## src/rtl/pfir_pkg.sv

```systemverilog
`default_nettype none
package pfir_pkg;

  localparam int DEF_TAPS   = 10;
  localparam int REG_TAPS   = 10;
  localparam int SAMPLE_W   = 16;
  localparam int COEF_W     = 16;
  localparam int FRAC_BITS  = 15;
  localparam int STEP_W     = 9;
  localparam int PHASE_W    = 8;
  localparam int CFG_DATA_W = 64;
  localparam int STEP_MAX   = 256;

  localparam logic [COEF_W-1:0] TAP_RESET = 16'h0CCD;

  typedef logic signed [SAMPLE_W-1:0] sample_t;
  typedef logic signed [COEF_W-1:0] coef_t;

  typedef enum logic [1:0] {
    CFG_TAPS_0_3 = 2'd0,
    CFG_TAPS_4_7 = 2'd1,
    CFG_TAPS_8_9 = 2'd2,
    CFG_STEP     = 2'd3
  } cfg_idx_t;

  typedef struct packed {
    sample_t sample;
    logic    frame_start;
  } sample_word_t;

  typedef struct packed {
    sample_t filtered_value;
    logic    freshly_computed;
  } result_t;

  typedef struct packed {
    logic valid;
    logic fresh;
  } stage_ctl_t;

  function automatic cfg_idx_t tap_reg(input int k);
    cfg_idx_t r;
    if (k < 4) begin
      r = CFG_TAPS_0_3;
    end else if (k < 8) begin
      r = CFG_TAPS_4_7;
    end else begin
      r = CFG_TAPS_8_9;
    end
    return r;
  endfunction

endpackage
`default_nettype wire

```

## src/rtl/pfir_cell.sv

```systemverilog
`default_nettype none
module pfir_cell (
  input  wire logic                    clk,
  input  wire logic                    shift,
  input  wire logic                    load,
  input  wire pfir_pkg::sample_t       sample_in,
  input  wire pfir_pkg::coef_t         coef,
  output pfir_pkg::sample_t            sample,
  output logic signed [pfir_pkg::SAMPLE_W+pfir_pkg::COEF_W-1:0] prod
);

  // window cell: sample moves one place toward the oldest tap per accepted word
  always_ff @(posedge clk) begin
    if (shift) begin
      sample <= sample_in;
    end
    if (load) begin
      prod <= sample * coef;
    end
  end

endmodule
`default_nettype wire

```

## config.mk

```make
export PLATFORM = sky130hd
export DESIGN_NAME = pfir_cell
export DESIGN_NICKNAME = d
export VERILOG_FILES = /design/src/rtl/pfir_pkg.sv /design/src/rtl/pfir_cell.sv
export SDC_FILE = /design/constraint.sdc
export NUM_CORES = 1
export LEC_CHECK = 0
export BUFFER_PORTS_ARGS = -buffer_cell sky130_fd_sc_hd__clkbuf_2
export CAP_MARGIN = 20
export CELL_PAD_IN_SITES_DETAIL_PLACEMENT = 0
export CELL_PAD_IN_SITES_GLOBAL_PLACEMENT = 2
export CORE_MARGIN = 2
export CORE_UTILIZATION = 41
export CTS_CLUSTER_SIZE = 8
export DETAILED_ROUTE_END_ITERATION = 8
export GPL_TIMING_DRIVEN = 0
export PLACE_DENSITY = 0.83
export SLEW_MARGIN = 0
export SYNTH_ARGS = -nofsm -noshare
export SYNTH_HDL_FRONTEND = slang
export SYNTH_SLANG_ARGS = --single-unit
export TNS_END_PERCENT = 30
```

## constraint.sdc

```tcl
create_clock -name clk -period 8.48 [get_ports clk]
set_input_delay 1.272 -clock clk [delete_from_list [all_inputs] [get_ports clk]]
set_output_delay 1.272 -clock clk [all_outputs]
set_load 0.02 [all_outputs]
```

==> summary.txt <==
status -> finished, final reports clean
core footprint -> 0.0270 sq mm
Reg-to-Reg End -> prod[31]
Worst Skew -> 0.00823 ns
Max stage delay on crit path -> 0.57 ns
all-layer global routing usage -> 21.2%
post-CTS resize count -> 0
gate count of the mapped netlist -> 1125
crit path DAT -> 7.74 ns
CP Buf/Inv Count -> 5
synthesis-to-layout area growth -> 8.81%
Least-Margin Pin Slew -> 0.836 ns
# clock sinks -> 48
Via density -> 5.02
Root Buffer -> clkbuf_16
worst-path maximum fanout -> 10
Max Root-Sink Buffers -> 2
Syn Area/Cell -> 10.0 sq um
die width -> 170 um
post-synth cell types -> 47
dominant synthesized flop cell -> edfxtp_1
RSZ-0062 raised after global routing -> false
Port Buf Inserts -> 82
Top delay family on crit path -> adder cells
DP Worst Slack -> 0.537 ns
pin count of the biggest net entering global routing -> 33
worst path cell trace -> clkbuf_2 > clkbuf_1 > nand2_1 > inv_1 > fa_1 > fa_1 > fa_1 > fa_1 > fa_1 > inv_1 > fa_1 > inv_1 > ha_1 > nand3_1 > a211oi_1 > a22o_1 > a211o_1 > and3_4 > a221o_1 > and4_4 > nor3_1
r2r worst-path depth -> 20
CTS tree -> built
Post-CTS Hold Buffers -> 0
Crit. End Element -> register
Fmax -> 0.130 GHz
Slew HR -> 44.3%
Startpoint Class -> input port
slowest cell on the critical path -> fa_1
# IOs -> 83
Remaining DRCs -> 0
CTS Buf Count -> 5
Hold Startpoint -> sample[0]
fillers -> 2689
routed wire length -> 29000 um
Synth async-reset ratio -> 0%
DIE AREA -> 0.0288 sq mm
Final period util -> 90.8%
first-pass GRT wire length -> 45500 um
Final Setup Violations -> 0
worst r2r src -> sample[7]
most frequent cells in the layout -> inv_1 (288), fa_1 (262), nand2_1 (127)
Yosys reg bits -> 48
Hold Slack -> 1.05 ns
Post-synth EDFFs -> 48
hold worst-path end -> prod[0]
DRT antenna net count -> 0
initial antenna violation count -> 0
DR pass1 iterations -> 4
MaxCap Viol Count -> 0
Worst EP required -> 8.52 ns
ratio of cells with drive above 1 in the final layout -> 7.74%
syn nets -> 1504
starting density of the core -> 41.8%
gpl congestion -> 0.845
final hold vios -> 0
H-Tree Level Count -> 2
Site Rows -> 60
worst setup path class -> input port to register
WHS Path Cells -> 1
Seq/Total Area, Yosys -> 12.8%
Die H -> 170 um
Cell Area, Synth -> 0.0113 sq mm
commonest non-fill, non-tap cell in the layout -> inv_1
gr ovfl total -> 0
Min Clock Period, post-route -> 7.70 ns
clock slew at reported path FFs -> 0.08 ns
clock latency on the worst-skew pair -> 0.30 ns
most frequent CP cell -> fa_1
wire per inst -> 18.7 um
postcts setup bufs -> 0
Setup TNS -> 0 ns
initial drt markers -> 377
vias in the first global route -> 8317
final worst slack -> 0.780 ns
yosys warns -> 0
DR vias -> 7809
min-delay worst type -> register to register
r2r setup slk -> 1.31 ns
nets -> 1593
fin. max-slew vios -> 0
DPL Wire Length -> 24700 um
## cell usage after synthesis (2+ instances only)
library cell | number | share of area, %
nor3_1 | 3 | 0.13
a221o_1 | 2 | 0.18
a211oi_1 | 2 | 0.13
nor2_1 | 25 | 0.83
nand2b_1 | 8 | 0.44
a21oi_1 | 23 | 1.0
o21bai_1 | 2 | 0.13
o211ai_1 | 2 | 0.13
nand4_1 | 2 | 0.11
nand2_1 | 127 | 4.2
ha_1 | 82 | 9.1
a21o_1 | 11 | 0.73
o31ai_1 | 2 | 0.13
o41ai_1 | 2 | 0.16
clkbuf_1 | 29 | 0.97
a31oi_1 | 4 | 0.22
o21ai_0 | 10 | 0.44
edfxtp_1 | 48 | 13
xor2_1 | 6 | 0.47
and3_1 | 5 | 0.28
o21a_1 | 3 | 0.20
and2_1 | 124 | 6.9
fa_1 | 262 | 47
nor2b_1 | 2 | 0.11
inv_1 | 288 | 9.6
xnor2_1 | 28 | 2.2
buf_1 | 3 | 0.10
## layer usage
layer	GRT usage, %	part of all wire, %	vias up
met5	0	0	-
met4	7.40	3.7	0
met3	2.36	3.7	53
met2	38.0	53	182
met1	26.5	40	4056
li1	-	-	3518
## cell families after synthesis
group | after synthesis | synth area share, %
adder cells (fa/ha/maj) | 344 | 55.7
buffers and inverters | 320 | 10.7
XOR/XNOR | 34 | 2.65
AO/OA/AOI/OAI | 73 | 4.38
AND/OR/NAND/NOR | 306 | 13.8
flip-flops | 48 | 12.8
## state kept, by name (all words and copies together) (netlist names)
register and count:
prod 32, sample 16
## worst max path at each step
stage,from,to,slack [ns],depth (start not counted)
6_report,coef[1],prod[31],0.78,21
5_1_grt,coef[1],prod[31],0.39,21
4_1_cts,coef[1],prod[31],0.83,21
3_5_place_dp,coef[1],prod[31],0.54,21
3_3_place_gp,coef[1],prod[31],0.52,21
2_1_floorplan,coef[1],prod[31],1.50,20
## final cells by class
type	instances	area, sq um	share of cell area, %
inverters	288	1080	8.83
multi-input cells	757	8610	70.3
flip-flops and latches	48	1440	11.8
well taps	341	427	3.48
clock inverters	3	26.3	0.215
diodes	1	2.50	0.0204
plain buffers	32	120	0.981
clock buffers	5	125	1.02
repair buffers	82	410	3.35
## through the flow
| stage | cell area, sq um | instances | util (%) |
|---|---|---|---|
| 3_5_place_dp | 12100 | 1548 | 44.9 |
| 6_report | 12200 | 1557 | 45.4 |
| 2_1_floorplan | 11300 | 1125 | - |
| 3_3_place_gp | 12100 | 1548 | 44.9 |
| 4_1_cts | 12200 | 1556 | 45.4 |
| 5_1_grt | 12200 | 1556 | 45.4 |
Power is left out: the tool's default activity adds up to more than one toggle a clock period on the data nets, which glitch-free logic cannot reach.
