==> src/rtl/pfir_pkg.sv <==
`default_nettype none
package pfir_pkg;

  localparam int DEF_TAPS   = 10;
  localparam int REG_TAPS   = 10;
  localparam int SAMPLE_W   = 16;
  localparam int COEF_W     = 16;
  localparam int FRAC_BITS  = 15;
  localparam int STEP_W     = 9;
  localparam int PHASE_W    = 8;
  localparam int CFG_DATA_W = 64;
  localparam int STEP_MAX   = 256;

  localparam logic [COEF_W-1:0] TAP_RESET = 16'h0CCD;

  typedef logic signed [SAMPLE_W-1:0] sample_t;
  typedef logic signed [COEF_W-1:0] coef_t;

  typedef enum logic [1:0] {
    CFG_TAPS_0_3 = 2'd0,
    CFG_TAPS_4_7 = 2'd1,
    CFG_TAPS_8_9 = 2'd2,
    CFG_STEP     = 2'd3
  } cfg_idx_t;

  typedef struct packed {
    sample_t sample;
    logic    frame_start;
  } sample_word_t;

  typedef struct packed {
    sample_t filtered_value;
    logic    freshly_computed;
  } result_t;

  typedef struct packed {
    logic valid;
    logic fresh;
  } stage_ctl_t;

  function automatic cfg_idx_t tap_reg(input int k);
    cfg_idx_t r;
    if (k < 4) begin
      r = CFG_TAPS_0_3;
    end else if (k < 8) begin
      r = CFG_TAPS_4_7;
    end else begin
      r = CFG_TAPS_8_9;
    end
    return r;
  endfunction

endpackage
`default_nettype wire

==> src/rtl/pfir_out.sv <==
`default_nettype none
module pfir_out #(
  parameter int ACC_W = 36
) (
  input  wire logic                    clk,
  input  wire logic                    rst,
  input  wire pfir_pkg::stage_ctl_t    ctl,
  input  wire logic signed [ACC_W-1:0] acc,
  input  wire logic                    res_stall,
  output logic                         ready,
  output logic                         res_valid,
  output pfir_pkg::result_t            res_data
);

  localparam int QW = ACC_W - pfir_pkg::FRAC_BITS;
  localparam logic signed [ACC_W-1:0] HALF = ACC_W'(2 ** (pfir_pkg::FRAC_BITS - 1));
  localparam logic signed [QW-1:0] Q_MAX = QW'(2 ** (pfir_pkg::SAMPLE_W - 1) - 1);
  localparam logic signed [QW-1:0] Q_MIN = -(QW'(2 ** (pfir_pkg::SAMPLE_W - 1)));

  logic signed [ACC_W-1:0] rounded;
  logic signed [QW-1:0]    q;
  pfir_pkg::sample_t       sat;
  pfir_pkg::sample_t       held;

  assign rounded = acc + HALF;
  assign q       = rounded[ACC_W-1:pfir_pkg::FRAC_BITS];

  always_comb begin
    if (q > Q_MAX) begin
      sat = Q_MAX[pfir_pkg::SAMPLE_W-1:0];
    end else if (q < Q_MIN) begin
      sat = Q_MIN[pfir_pkg::SAMPLE_W-1:0];
    end else begin
      sat = q[pfir_pkg::SAMPLE_W-1:0];
    end
  end

  assign ready = !res_valid || !res_stall;

  always_ff @(posedge clk) begin
    if (rst) begin
      res_valid <= 1'b0;
      held      <= '0;
    end else if (ready) begin
      res_valid <= ctl.valid;
      if (ctl.valid) begin
        if (ctl.fresh) begin
          held <= sat;
        end
        res_data.filtered_value   <= ctl.fresh ? sat : held;
        res_data.freshly_computed <= ctl.fresh;
      end
    end
  end

endmodule
`default_nettype wire

==> config.mk <==
export PLATFORM = sky130hd
export DESIGN_NAME = pfir_out
export DESIGN_NICKNAME = d
export VERILOG_FILES = /design/src/rtl/pfir_pkg.sv /design/src/rtl/pfir_out.sv
export SDC_FILE = /design/constraint.sdc
export NUM_CORES = 1
export LEC_CHECK = 0
export BUFFER_PORTS_ARGS = -buffer_cell sky130_fd_sc_hd__buf_2
export CAP_MARGIN = 20
export CORE_ASPECT_RATIO = 0.6
export CORE_MARGIN = 5
export CORE_UTILIZATION = 25
export CTS_CLUSTER_DIAMETER = 60
export DETAILED_ROUTE_END_ITERATION = 7
export PLACE_DENSITY = 0.42
export SYNTH_ARGS = -nofsm -noshare
export SYNTH_HDL_FRONTEND = slang
export SYNTH_SLANG_ARGS = --single-unit
==> constraint.sdc <==
create_clock -name clk -period 2.3 [get_ports clk]
set_input_delay 0.575 -clock clk [delete_from_list [all_inputs] [get_ports clk]]
set_output_delay 0.575 -clock clk [all_outputs]
set_load 0.03 [all_outputs]
==> metrics.txt, run 1 <==
vias in the first global route 2369; All-Layer GR Usage 13.5%; Int Power 0.00128 W; routed length on met2 3.35 mm; top cells by area, synth edfxtp_1, dfxtp_1, a21oi_1; TNS Setup 0 ns; Period Utilization, post-route 99.0%; Port Buffers 45; die width 134 um; status finished clean; TritonCTS buffer count 5; unrepaired setup endpoints after global routing yes; Critical Path Slowest Stage Cell or4_4; total grt overflow 0; post-layout minimum cycle time 2.28 ns; RR Endpoint held[10]$_SDFFE_PP0P_; sequential power share between 30% and 40%; First DRT Iteration DRCs 113; Clock power frac 37.4%; slowest stage delay, CP 0.50 ns; crit path kind input pin to flip-flop; area share of the largest cell type after synthesis ~22%; largest net degree at the start of global routing 31; Leak ~1.3 nW; hold endpoint held[13]$_SDFFE_PP0P_; Vias 2464; Critical Path Fanout Max 15; Setup Skew 0.00238 ns; Max-Cap Viols 0; cell taking the most area after synthesis edfxtp_1; Final Power ~0.0018 W; most frequent cell after synthesis a21oi_1; most used cell, CP buf_4; CTS root buffer clkbuf_16; Worst slew margin 76.7%; clock latency at the later pin of the worst-skew pair 0.28 ns; switching share of power 27.6%; Ports 60; Die Area 11300 um^2; asr flop ratio synth 0%; Syn Inst Count 273; Peak supply drop between 0.4 and 0.5 mV; CTS tree built; synth warn 0; min-delay src held[13]$_SDFFE_PP0P_; Pre-antenna DRT Iters 4; R2R cell count 7; hold_ws 0.498 ns; Hold Path Depth 2; gpl congestion 0.837; Die Ht 84.3 um; Fill cells 896; power density over the cells 516 nW/um^2; clock sink total 34; Psw roughly 0.00049 W; Synth-to-Final Area Change 48.4%; Synth top cells by count a21oi_1, nor2_1, a211oi_1; CP Cell Sequence buf_4, ha_4, nand4_1, buf_6, nor4_4, buf_4, or4_4, nand3_4, buf_12, nand3_2, a41oi_2; H-tree levels 2; FF+latch count, synth 34; reg2reg start res_valid$_SDFFE_PP0N_; share of cells above drive strength 1 39.8%; number of vias per cell 5.19; reg2reg setup slack 0.81 ns; Worst Setup End Kind flip-flop; Total Wirelength 7.91 mm; final max-slew violation count 0; post-route ant nets 0; ys flop type edfxtp_1; Critical Path RT 2.41 ns; ant diodes 0; metal1 wirelength 4.18 mm; # setup viols final 0; first-pass GRT wire length 12.3 mm; worst slew pin tran 0.350 ns; Fmax between 0.4 and 0.5 GHz; fin nets 400; initial antenna violation count 0; # DRC 0; placed inst area 3020 um^2; # rows 27; Mapped Avg Cell Area ~8.4 um^2; combinational cell fraction of total power a little under a quarter; Fin. Hold Viols 0; Top Metal Used met4; HPWL Detailed around 5.7 mm; clk slew on worst S/H paths 0.05 ns; Final Cell Area 3410 um^2; mapped cell area 2300 um^2; Core Area just over 9000 um^2; Worst Setup Start Kind input pin; WL per Instance 16.6 um; Post-synth EDFFs 17; Netlist cell types 41; starting density of the core between 20% and 30%; syn nets 315; met3 WL 342 um; Min-Delay Path Class flip-flop to flip-flop; Worst Path Arrival 2.39 ns; clock buffer depth 2; sequential fraction of the synthesis area 37.0%
power by group through the flow:
| stage | sequential (W) | clock (W) | combinational, W |
|---|---|---|---|
| after floorplan | 0.000738 | 0 | 0.000180 |
| after global placement | 0.000705 | 0 | 0.000369 |
| after detailed placement | 0.000705 | 0 | 0.000374 |
| after CTS | 0.000693 | 0.000683 | 0.000375 |
| after global routing | 0.000697 | 0.000711 | 0.000449 |
| final | 0.000693 | 0.000658 | 0.000410 |
area by class of cell:
| type | count | area [um^2] | area share [%] |
|---|---|---|---|
| Inverter | 1 | 3.75 | 0.110 |
| Multi-Input combinational cell | 214 | 1500 | 44.0 |
| Clock inverter | 1 | 5.00 | 0.147 |
| Tap cell | 116 | 145 | 4.25 |
| Sequential cell | 34 | 851 | 24.9 |
| Timing Repair Buffer | 102 | 766 | 22.4 |
| Clock buffer | 7 | 143 | 4.18 |
cell usage in the layout (no fill, tap or decap), drive strengths merged, types with 3 or more instances in the layout:
cell type / n
nor4: 3
or4: 3
nor2: 39
nand2: 11
xor2: 8
o21ai: 5
a22oi: 3
edfxtp: 17
or3: 3
dfxtp: 17
xnor2: 3
buf: 101
and3: 5
nand3: 8
nand4: 8
a21oi: 49
o31ai: 23
clkbuf: 8
a211oi: 26
sequential cells by signal, summed over array words and instances (netlist names):
register	flops
res_data	17
res_valid	1
held	16
worst max path at each step:
stage | from | end | slack, ns | cells past startpoint
2_1_floorplan | acc[19] | res_data[1]$_DFFE_PP_ | -0.008 | 9
3_3_place_gp | acc[14] | res_data[13]$_DFFE_PP_ | -0.35 | 10
3_5_place_dp | acc[14] | res_data[14]$_DFFE_PP_ | -0.37 | 10
4_1_cts | acc[26] | res_data[14]$_DFFE_PP_ | -0.02 | 9
5_1_grt | acc[15] | res_data[1]$_DFFE_PP_ | -0.02 | 11
6_report | acc[15] | res_data[1]$_DFFE_PP_ | 0.02 | 11
layer usage:
| metal | vias up | GRT usage [%] |
|---|---|---|
| li1 | 1231 | - |
| met2 | 44 | 20.3 |
| met1 | 1185 | 19.7 |
| met3 | 4 | 3.71 |
| met4 | 0 | 2.05 |
| met5 | - | 0 |
cells by family after synthesis:
group | count (synthesis) | share of synthesized area, %
buffers and inverters | 25 | 5.88
adder cells (fa/ha/maj) | 1 | 0.544
XOR/XNOR | 11 | 4.19
AND/OR/NAND/NOR | 89 | 20.5
flip-flops | 34 | 37.0
AO/OA/AOI/OAI | 113 | 31.9
critical path: cells and delay by family:
kind / cells / cell delay [ns]
buffers and inverters: 4 / 0.57
and+or+nand+nor: 5 / 0.88
AOI/OAI and AO/OA: 1 / 0.19
adders and majority gates: 1 / 0.16
through the flow:
stage	utilization [%]	std cells	setup slack, ns
floorplan	-	273	-0.00823
global placement	33.3	461	-0.347
detailed placement	33.3	461	-0.370
CTS	34.9	469	-0.0213
global route	37.6	475	-0.0223
finish	37.6	475	0.0237
repair_timing:
item | in CTS | in global routing
endpoints found under the hold margin | 0 | 0
setup endpoints to repair | 15 | 30
buffers inserted | 0 | 5
cloned | 0 | 1
pin swaps | 2 | 10
resized for setup | 0 | 38
hold buffers | 0 | 0
(Power assumes the default switching activity.)
==> run 2, diff against run 1 <==
--- a/config.mk
+++ b/config.mk
@@ -12,7 +12,7 @@
 export CORE_UTILIZATION = 25
 export CTS_CLUSTER_DIAMETER = 60
 export DETAILED_ROUTE_END_ITERATION = 7
-export PLACE_DENSITY = 0.42
+export PLACE_DENSITY = 0.41
 export SYNTH_ARGS = -nofsm -noshare
 export SYNTH_HDL_FRONTEND = slang
 export SYNTH_SLANG_ARGS = --single-unit
==> constraint.sdc (replaced) <==
create_clock -name clk -period 2.43 [get_ports clk]
set_input_delay 0.6075 -clock clk [delete_from_list [all_inputs] [get_ports clk]]
set_output_delay 0.6075 -clock clk [all_outputs]
set_load 0.03 [all_outputs]
==> run 2 against run 1 <==
- the run now ends with negative setup slack left
- sequential power fell by 5.2%
- register-to-register slack better by 0.15 ns
- highest routed layer unchanged
- non-clock buffer count rose by 11
- global-route usage is 0.14 points lower
- critical path depth decreased by 1
- core utilization up 0.96 points
- clock-buffer cell count unchanged
- final area grew 2.6%
- clock power is 8.8% lower
- cell count increased by 2.3%
==> metrics.txt, run 2 (same netlist as run 1, synthesis figures left out) <==
status finished with violations (was finished clean); failing checks negative setup slack; All-Layer GR Usage 13.4% (was 13.5%); clock latency at the later pin of the worst-skew pair 0.28 ns (about the same); TritonCTS buffer count 5 (unchanged); die width 134 um (unchanged); area of the multi-input gates 1490 um^2 (was 1500 um^2); Ports 60 (unchanged); TNS Setup -0.0748 ns (was 0 ns); Port Buffers 45 (unchanged); number of vias per cell 5.22 (was 5.19); Setup Skew 0.00616 ns (was 0.00238 ns); Die Area 11300 um^2 (unchanged); ant diodes 0 (unchanged); Vias 2538 (was 2464); Largest regs res_data (17), held (16), res_valid (1) (unchanged); HPWL Detailed 5.53 mm (was 5.68 mm); H-tree levels 2 (unchanged); Critical Path Fanout Max 10 (was 15); post-route ant nets 0 (unchanged); Post-Place Worst Slack -0.322 ns (was -0.370 ns); Int Power 0.00120 W (was 0.00128 W); placed inst area 3000 um^2 (was 3020 um^2); Peak supply drop 0.264 mV (was 0.418 mV); sequential power share 39.4% (about the same); vias in the first global route 2420 (was 2369); post-layout minimum cycle time 2.46 ns; R2R cell count 7 (unchanged); Max-Cap Viols 0 (unchanged); Worst Path Arrival 2.48 ns (was 2.39 ns); First DRT Iteration DRCs 155 (was 113); Die Ht 84.3 um (unchanged); Fill cells 940 (was 896); CTS root buffer clkbuf_16 (unchanged); Period Utilization, post-route 101%; switching share of power 28.2% (was 27.6%); Hold Path Depth 2 (unchanged); crit path kind input pin to flip-flop (unchanged); worst slew pin tran 0.366 ns (was 0.350 ns); Total Wirelength 7.89 mm (was 7.91 mm); commonest non-fill, non-tap cells in the layout buf_4, buf_2, a21oi_1 (was buf_4, a21oi_1, buf_2); gpl congestion 0.776 (was 0.837); starting density of the core 25.3% (unchanged); Post-CTS Hold Fix Bufs 0 (unchanged); fin nets 411 (was 400); CTS tree built (unchanged); # rows 27 (unchanged); first-pass GRT wire length 12.1 mm (was 12.3 mm); share of cells above drive strength 1 41.9% (was 39.8%); clock sink total 34 (unchanged); total grt overflow 0 (unchanged); WL per Instance 16.2 um (was 16.6 um); Fmax 0.407 GHz; Worst slew margin 75.4% (was 76.7%); Core Area 9090 um^2 (unchanged); # DRC 0 (unchanged); Worst Setup Start Kind input pin (unchanged); Psw 0.000470 W (was 0.000486 W); Critical Path RT 2.45 ns (was 2.41 ns); Pre-antenna DRT Iters 4 (unchanged); Fin. Hold Viols 0 (unchanged); combinational cell fraction of total power 24.7% (was 23.3%); max reg flops 17 (unchanged); Final Cell Area 3500 um^2 (was 3410 um^2); reg2reg setup slack 0.96 ns (was 0.81 ns); Clock power frac 36.0% (was 37.4%); Util after Layout 38.5% (was 37.6%); most common cell after layout, fill and taps aside buf_4 (unchanged); initial antenna violation count 0 (unchanged); power density over the cells 476 nW/um^2 (was 516 nW/um^2); final max-slew violation count 0 (unchanged); register area 851 um^2 (unchanged); Min-Delay Path Class flip-flop to flip-flop (unchanged); largest register by flop count res_data (unchanged); clock buffer depth 2 (unchanged); setup ws final -0.0259 ns (was 0.0237 ns); largest net degree at the start of global routing 29 (was 31); clk slew on worst S/H paths 0.05 ns (about the same); # setup viols final 7 (was 0); Leak 1.34 nW (was 1.31 nW); Synth-to-Final Area Change 52.2% (was 48.4%); Worst Setup End Kind flip-flop (unchanged)
## run 2: power groups by stage
| stage | logic (W) | clock network (W) | registers [W] |
|---|---|---|---|
| 2_1_floorplan | 0.000168 | 0 | 0.000698 |
| 3_3_place_gp | 0.000348 | 0 | 0.000667 |
| 3_5_place_dp | 0.000351 | 0 | 0.000668 |
| 4_1_cts | 0.000354 | 0.000619 | 0.000657 |
| 5_1_grt | 0.000452 | 0.000649 | 0.000660 |
| 6_report | 0.000411 | 0.000600 | 0.000657 |
## run 2: layer usage
layer	routed length, um	global-route usage, %
met1	4040	19.3
met2	3490	20.6
met3	325	3.41
met4	34	1.77
met5	0	0
## run 2: critical path, cell delays in order
cell and delay (ns):
buf_2 0.11, ha_4 0.13, nand4_1 0.25, or4_4 0.58, o2111ai_4 0.10, nand3_4 0.16, buf_12 0.18, buf_12 0.14
a21oi_2 0.12, a21oi_1 0.09
## run 2: layout make-up
class                      instances  area share (%)
multi-input combinational        214            42.7
timing repair buffer             113            24.9
sequential                        34            24.3
tap                              116            4.15
clock buffer                       7            3.79
clock inverter                     1           0.107
inverter                           1           0.107
## run 2: stage by stage
stage                     instances  total power (W)  hold slack [ns]
after floorplan                 273         0.000867            0.478
after detailed placement        464          0.00102            0.494
after CTS                       473          0.00163            0.502
final                           486          0.00167            0.502
after global placement          464          0.00101            0.486
after global routing            486          0.00176            0.522
## run 2: timing repair
item                       4_1_cts  5_1_grt
gates resized for setup          1       48
pin swaps                        4       12
cloned                           0        2
setup endpoints to repair       11       27
setup buffers                    1       11
## run 2: worst paths after layout
path                           from                     end
min           held[11]$_SDFFE_PP0P_   held[11]$_SDFFE_PP0P_
min reg2reg   held[11]$_SDFFE_PP0P_   held[11]$_SDFFE_PP0P_
max                         acc[15]  res_data[10]$_DFFE_PP_
max reg2reg  res_valid$_SDFFE_PP0N_    held[7]$_SDFFE_PP0P_
==> run 3, diff against run 2 <==
--- a/config.mk
+++ b/config.mk
@@ -9,10 +9,11 @@
 export CAP_MARGIN = 20
 export CORE_ASPECT_RATIO = 0.6
 export CORE_MARGIN = 5
-export CORE_UTILIZATION = 25
+export CORE_UTILIZATION = 40
 export CTS_CLUSTER_DIAMETER = 60
 export DETAILED_ROUTE_END_ITERATION = 7
-export PLACE_DENSITY = 0.41
+export PLACE_DENSITY = 0.6
+export SKIP_LAST_GASP = 1
 export SYNTH_ARGS = -nofsm -noshare
 export SYNTH_HDL_FRONTEND = slang
 export SYNTH_SLANG_ARGS = --single-unit
==> run 3 against run 2 <==
- the flow now finishes without violations
- critical endpoint is now res_data[4]$_DFFE_PP_
- core utilization rose by 16 points
- largest power group unchanged
- flip-flop and latch count did not move
- critical path depth fell by 1
- clock skew barely moved
- die area fell by 34%
- highest routed layer unchanged
- worst setup slack improved by 0.14 ns
- clock-buffer cell count fell by 1
- routed wire length fell by 16%
- non-clock buffer count fell by 20
- cell count fell by 12%
- final area fell by 13%
- critical path type unchanged
- first-iteration DRC count rose by 27%
==> metrics.txt, run 3 (same netlist as run 1, synthesis figures left out) <==
status finished clean (was finished with violations); WL per Instance 15.3 um (was 16.2 um); placed inst area 2910 um^2 (was 3000 um^2); Fill cells 517 (was 940); CTS tree built (unchanged); Fmax 0.432 GHz (was 0.407 GHz); clock latency at the later pin of the worst-skew pair 0.29 ns (was 0.28 ns); # setup viols final 0 (was 7); ant diodes 0 (unchanged); Vias 2426 (was 2538); Critical Path RT 2.46 ns (was 2.45 ns); commonest non-fill, non-tap cells in the layout a21oi_1, buf_2, buf_4 (was buf_4, buf_2, a21oi_1); max reg flops 17 (unchanged); largest net degree at the start of global routing 31 (was 29); fin nets 391 (was 411); unrepaired setup endpoints after global routing yes; Largest regs res_data (17), held (16), res_valid (1) (unchanged); area of the multi-input gates 1370 um^2 (was 1490 um^2); vias in the first global route 2193 (was 2420); GR peak layer met2 (unchanged); HPWL Detailed 4.95 mm (was 5.53 mm); Critical Path Fanout Max 22 (was 10); register area 851 um^2 (unchanged); post-route ant nets 0 (unchanged); CTS root buffer clkbuf_8 (was clkbuf_16); Pre-antenna DRT Iters 4 (unchanged); die width 108 um (was 134 um); R2R cell count 7 (unchanged); TritonCTS buffer count 5 (unchanged); Worst Path Arrival 2.35 ns (was 2.48 ns); worst setup path endpoint res_data[4]$_DFFE_PP_ (was res_data[10]$_DFFE_PP_); clock buffer depth 2 (unchanged); # DRC 0 (unchanged); Worst Setup Start Kind input pin (unchanged); GR met2 Demand/Resource 27.8% (was 20.6%); Final Cell Area 3060 um^2 (was 3500 um^2); Leak 1.18 nW (was 1.34 nW); Die Ht 68.7 um (was 84.3 um); Worst Setup End Kind flip-flop (unchanged); post-layout minimum cycle time 2.32 ns (was 2.46 ns); largest register by flop count res_data (unchanged); Min-Delay Path Class flip-flop to flip-flop (unchanged); Setup Skew 0.00593 ns (was 0.00616 ns); initial antenna violation count 0 (unchanged); crit path kind input pin to flip-flop (unchanged); All-Layer GR Usage 18.2% (was 13.4%); starting density of the core 41.3% (was 25.3%); worst slew pin tran 0.360 ns (was 0.366 ns); clock sink total 34 (unchanged); gpl congestion 0.829 (was 0.776); Ports 60 (unchanged); Total Wirelength 6.60 mm (was 7.89 mm); Critical path origin acc[14] (was acc[15]); M3 GR Usage 4.09% (was 3.41%); power density over the cells 459 nW/um^2 (was 476 nW/um^2); most common cell after layout, fill and taps aside a21oi_1 (was buf_4); Peak supply drop 0.287 mV (was 0.264 mV); setup ws final 0.115 ns (was -0.0259 ns); RR Endpoint held[6]$_SDFFE_PP0P_ (was held[7]$_SDFFE_PP0P_); number of vias per cell 5.64 (was 5.22); share of cells above drive strength 1 32.9% (was 41.9%); Port Buffers 45 (unchanged); reg2reg start res_valid$_SDFFE_PP0N_ (unchanged); Synth-to-Final Area Change 33.0% (was 52.2%); Worst slew margin 75.9% (was 75.4%); met1 usage 26.7% (was 19.3%); First DRT Iteration DRCs 197 (was 155); clk slew on worst S/H paths 0.07 ns (was 0.05 ns); Post-Place Worst Slack -0.232 ns (was -0.322 ns); Period Utilization, post-route 95.3% (was 101%); final max-slew violation count 0 (unchanged); Core Area 5570 um^2 (was 9090 um^2); H-tree levels 2 (unchanged); Fin. Hold Viols 0 (unchanged); Die Area 7420 um^2 (was 11300 um^2); Max-Cap Viols 0 (unchanged); first-pass GRT wire length 10.7 mm (was 12.1 mm); reg2reg setup slack 1.01 ns (was 0.96 ns); total grt overflow 0 (unchanged); # rows 21 (was 27)
## run 3: cell types whose count changed in the layout (fill, tap and decap cells not counted), moves of 4 or more
cell       change
a21oi_1        +8
a21oi_2        -7
buf_4         -16
clkbuf_16      -7
clkbuf_8       +5
o31ai_1        +4
o31ai_2        -4
## run 3: worst min path at each step
stage | startpoint | to | slack (ns) | depth (start not counted)
after detailed placement | held[0]$_SDFFE_PP0P_ | held[0]$_SDFFE_PP0P_ | 0.49 | 2
after floorplan | held[0]$_SDFFE_PP0P_ | held[0]$_SDFFE_PP0P_ | 0.48 | 2
after CTS | held[0]$_SDFFE_PP0P_ | held[0]$_SDFFE_PP0P_ | 0.50 | 2
after global placement | held[15]$_SDFFE_PP0P_ | held[15]$_SDFFE_PP0P_ | 0.49 | 2
after global routing | held[11]$_SDFFE_PP0P_ | held[11]$_SDFFE_PP0P_ | 0.52 | 2
final | held[0]$_SDFFE_PP0P_ | held[0]$_SDFFE_PP0P_ | 0.50 | 2
## run 3: layer usage
metal  vias up  wire, um
li1       1213         -
met4         0        73
met3         9       356
met1      1142      3270
met2        62      2900
met5         -         0
## run 3: repair_timing
| item | 4_1_cts | 5_1_grt |
|---|---|---|
| hold buffers | 0 | 0 |
| gates resized for setup | 0 | 11 |
| endpoints found under the setup margin | 0 | 29 |
| setup buffers | 0 | 2 |
## run 3: cell type report
| cell class | instances | area share, % |
|---|---|---|
| multi-input cells | 214 | 44.8 |
| flip-flops and latches | 34 | 27.8 |
| repair buffers | 93 | 21.3 |
| well taps | 80 | 3.27 |
| clock buffers | 6 | 2.37 |
| clock inverters | 2 | 0.286 |
| inverters | 1 | 0.123 |
## run 3: through the flow
step           hold slack [ns]  utilization, %  std cells  TNS [ns]  total power, W
4_1_cts                  0.501            53.7        428         0         0.00140
3_3_place_gp             0.488            52.3        420     -4.68        0.000996
6_report                 0.501            54.9        430         0         0.00140
2_1_floorplan            0.478               -        273         0        0.000867
5_1_grt                  0.520            54.9        430   -0.0898         0.00148
3_5_place_dp             0.491            52.3        420     -5.17         0.00100
## run 3: worst max-delay path, stage by stage
cell     delay [ns]
buf_2          0.11
ha_1           0.16
nand4_1        0.17
buf_4          0.19
or4_1          0.46
o31a_1         0.12
o21ai_2        0.23
buf_12         0.19
a21oi_1        0.09
## run 3: power by group
part           total (W)  internal, W  switching [W]
sequential      0.000656     0.000642      0.0000132
clock           0.000402     0.000197       0.000205
combinational   0.000347     0.000137       0.000209
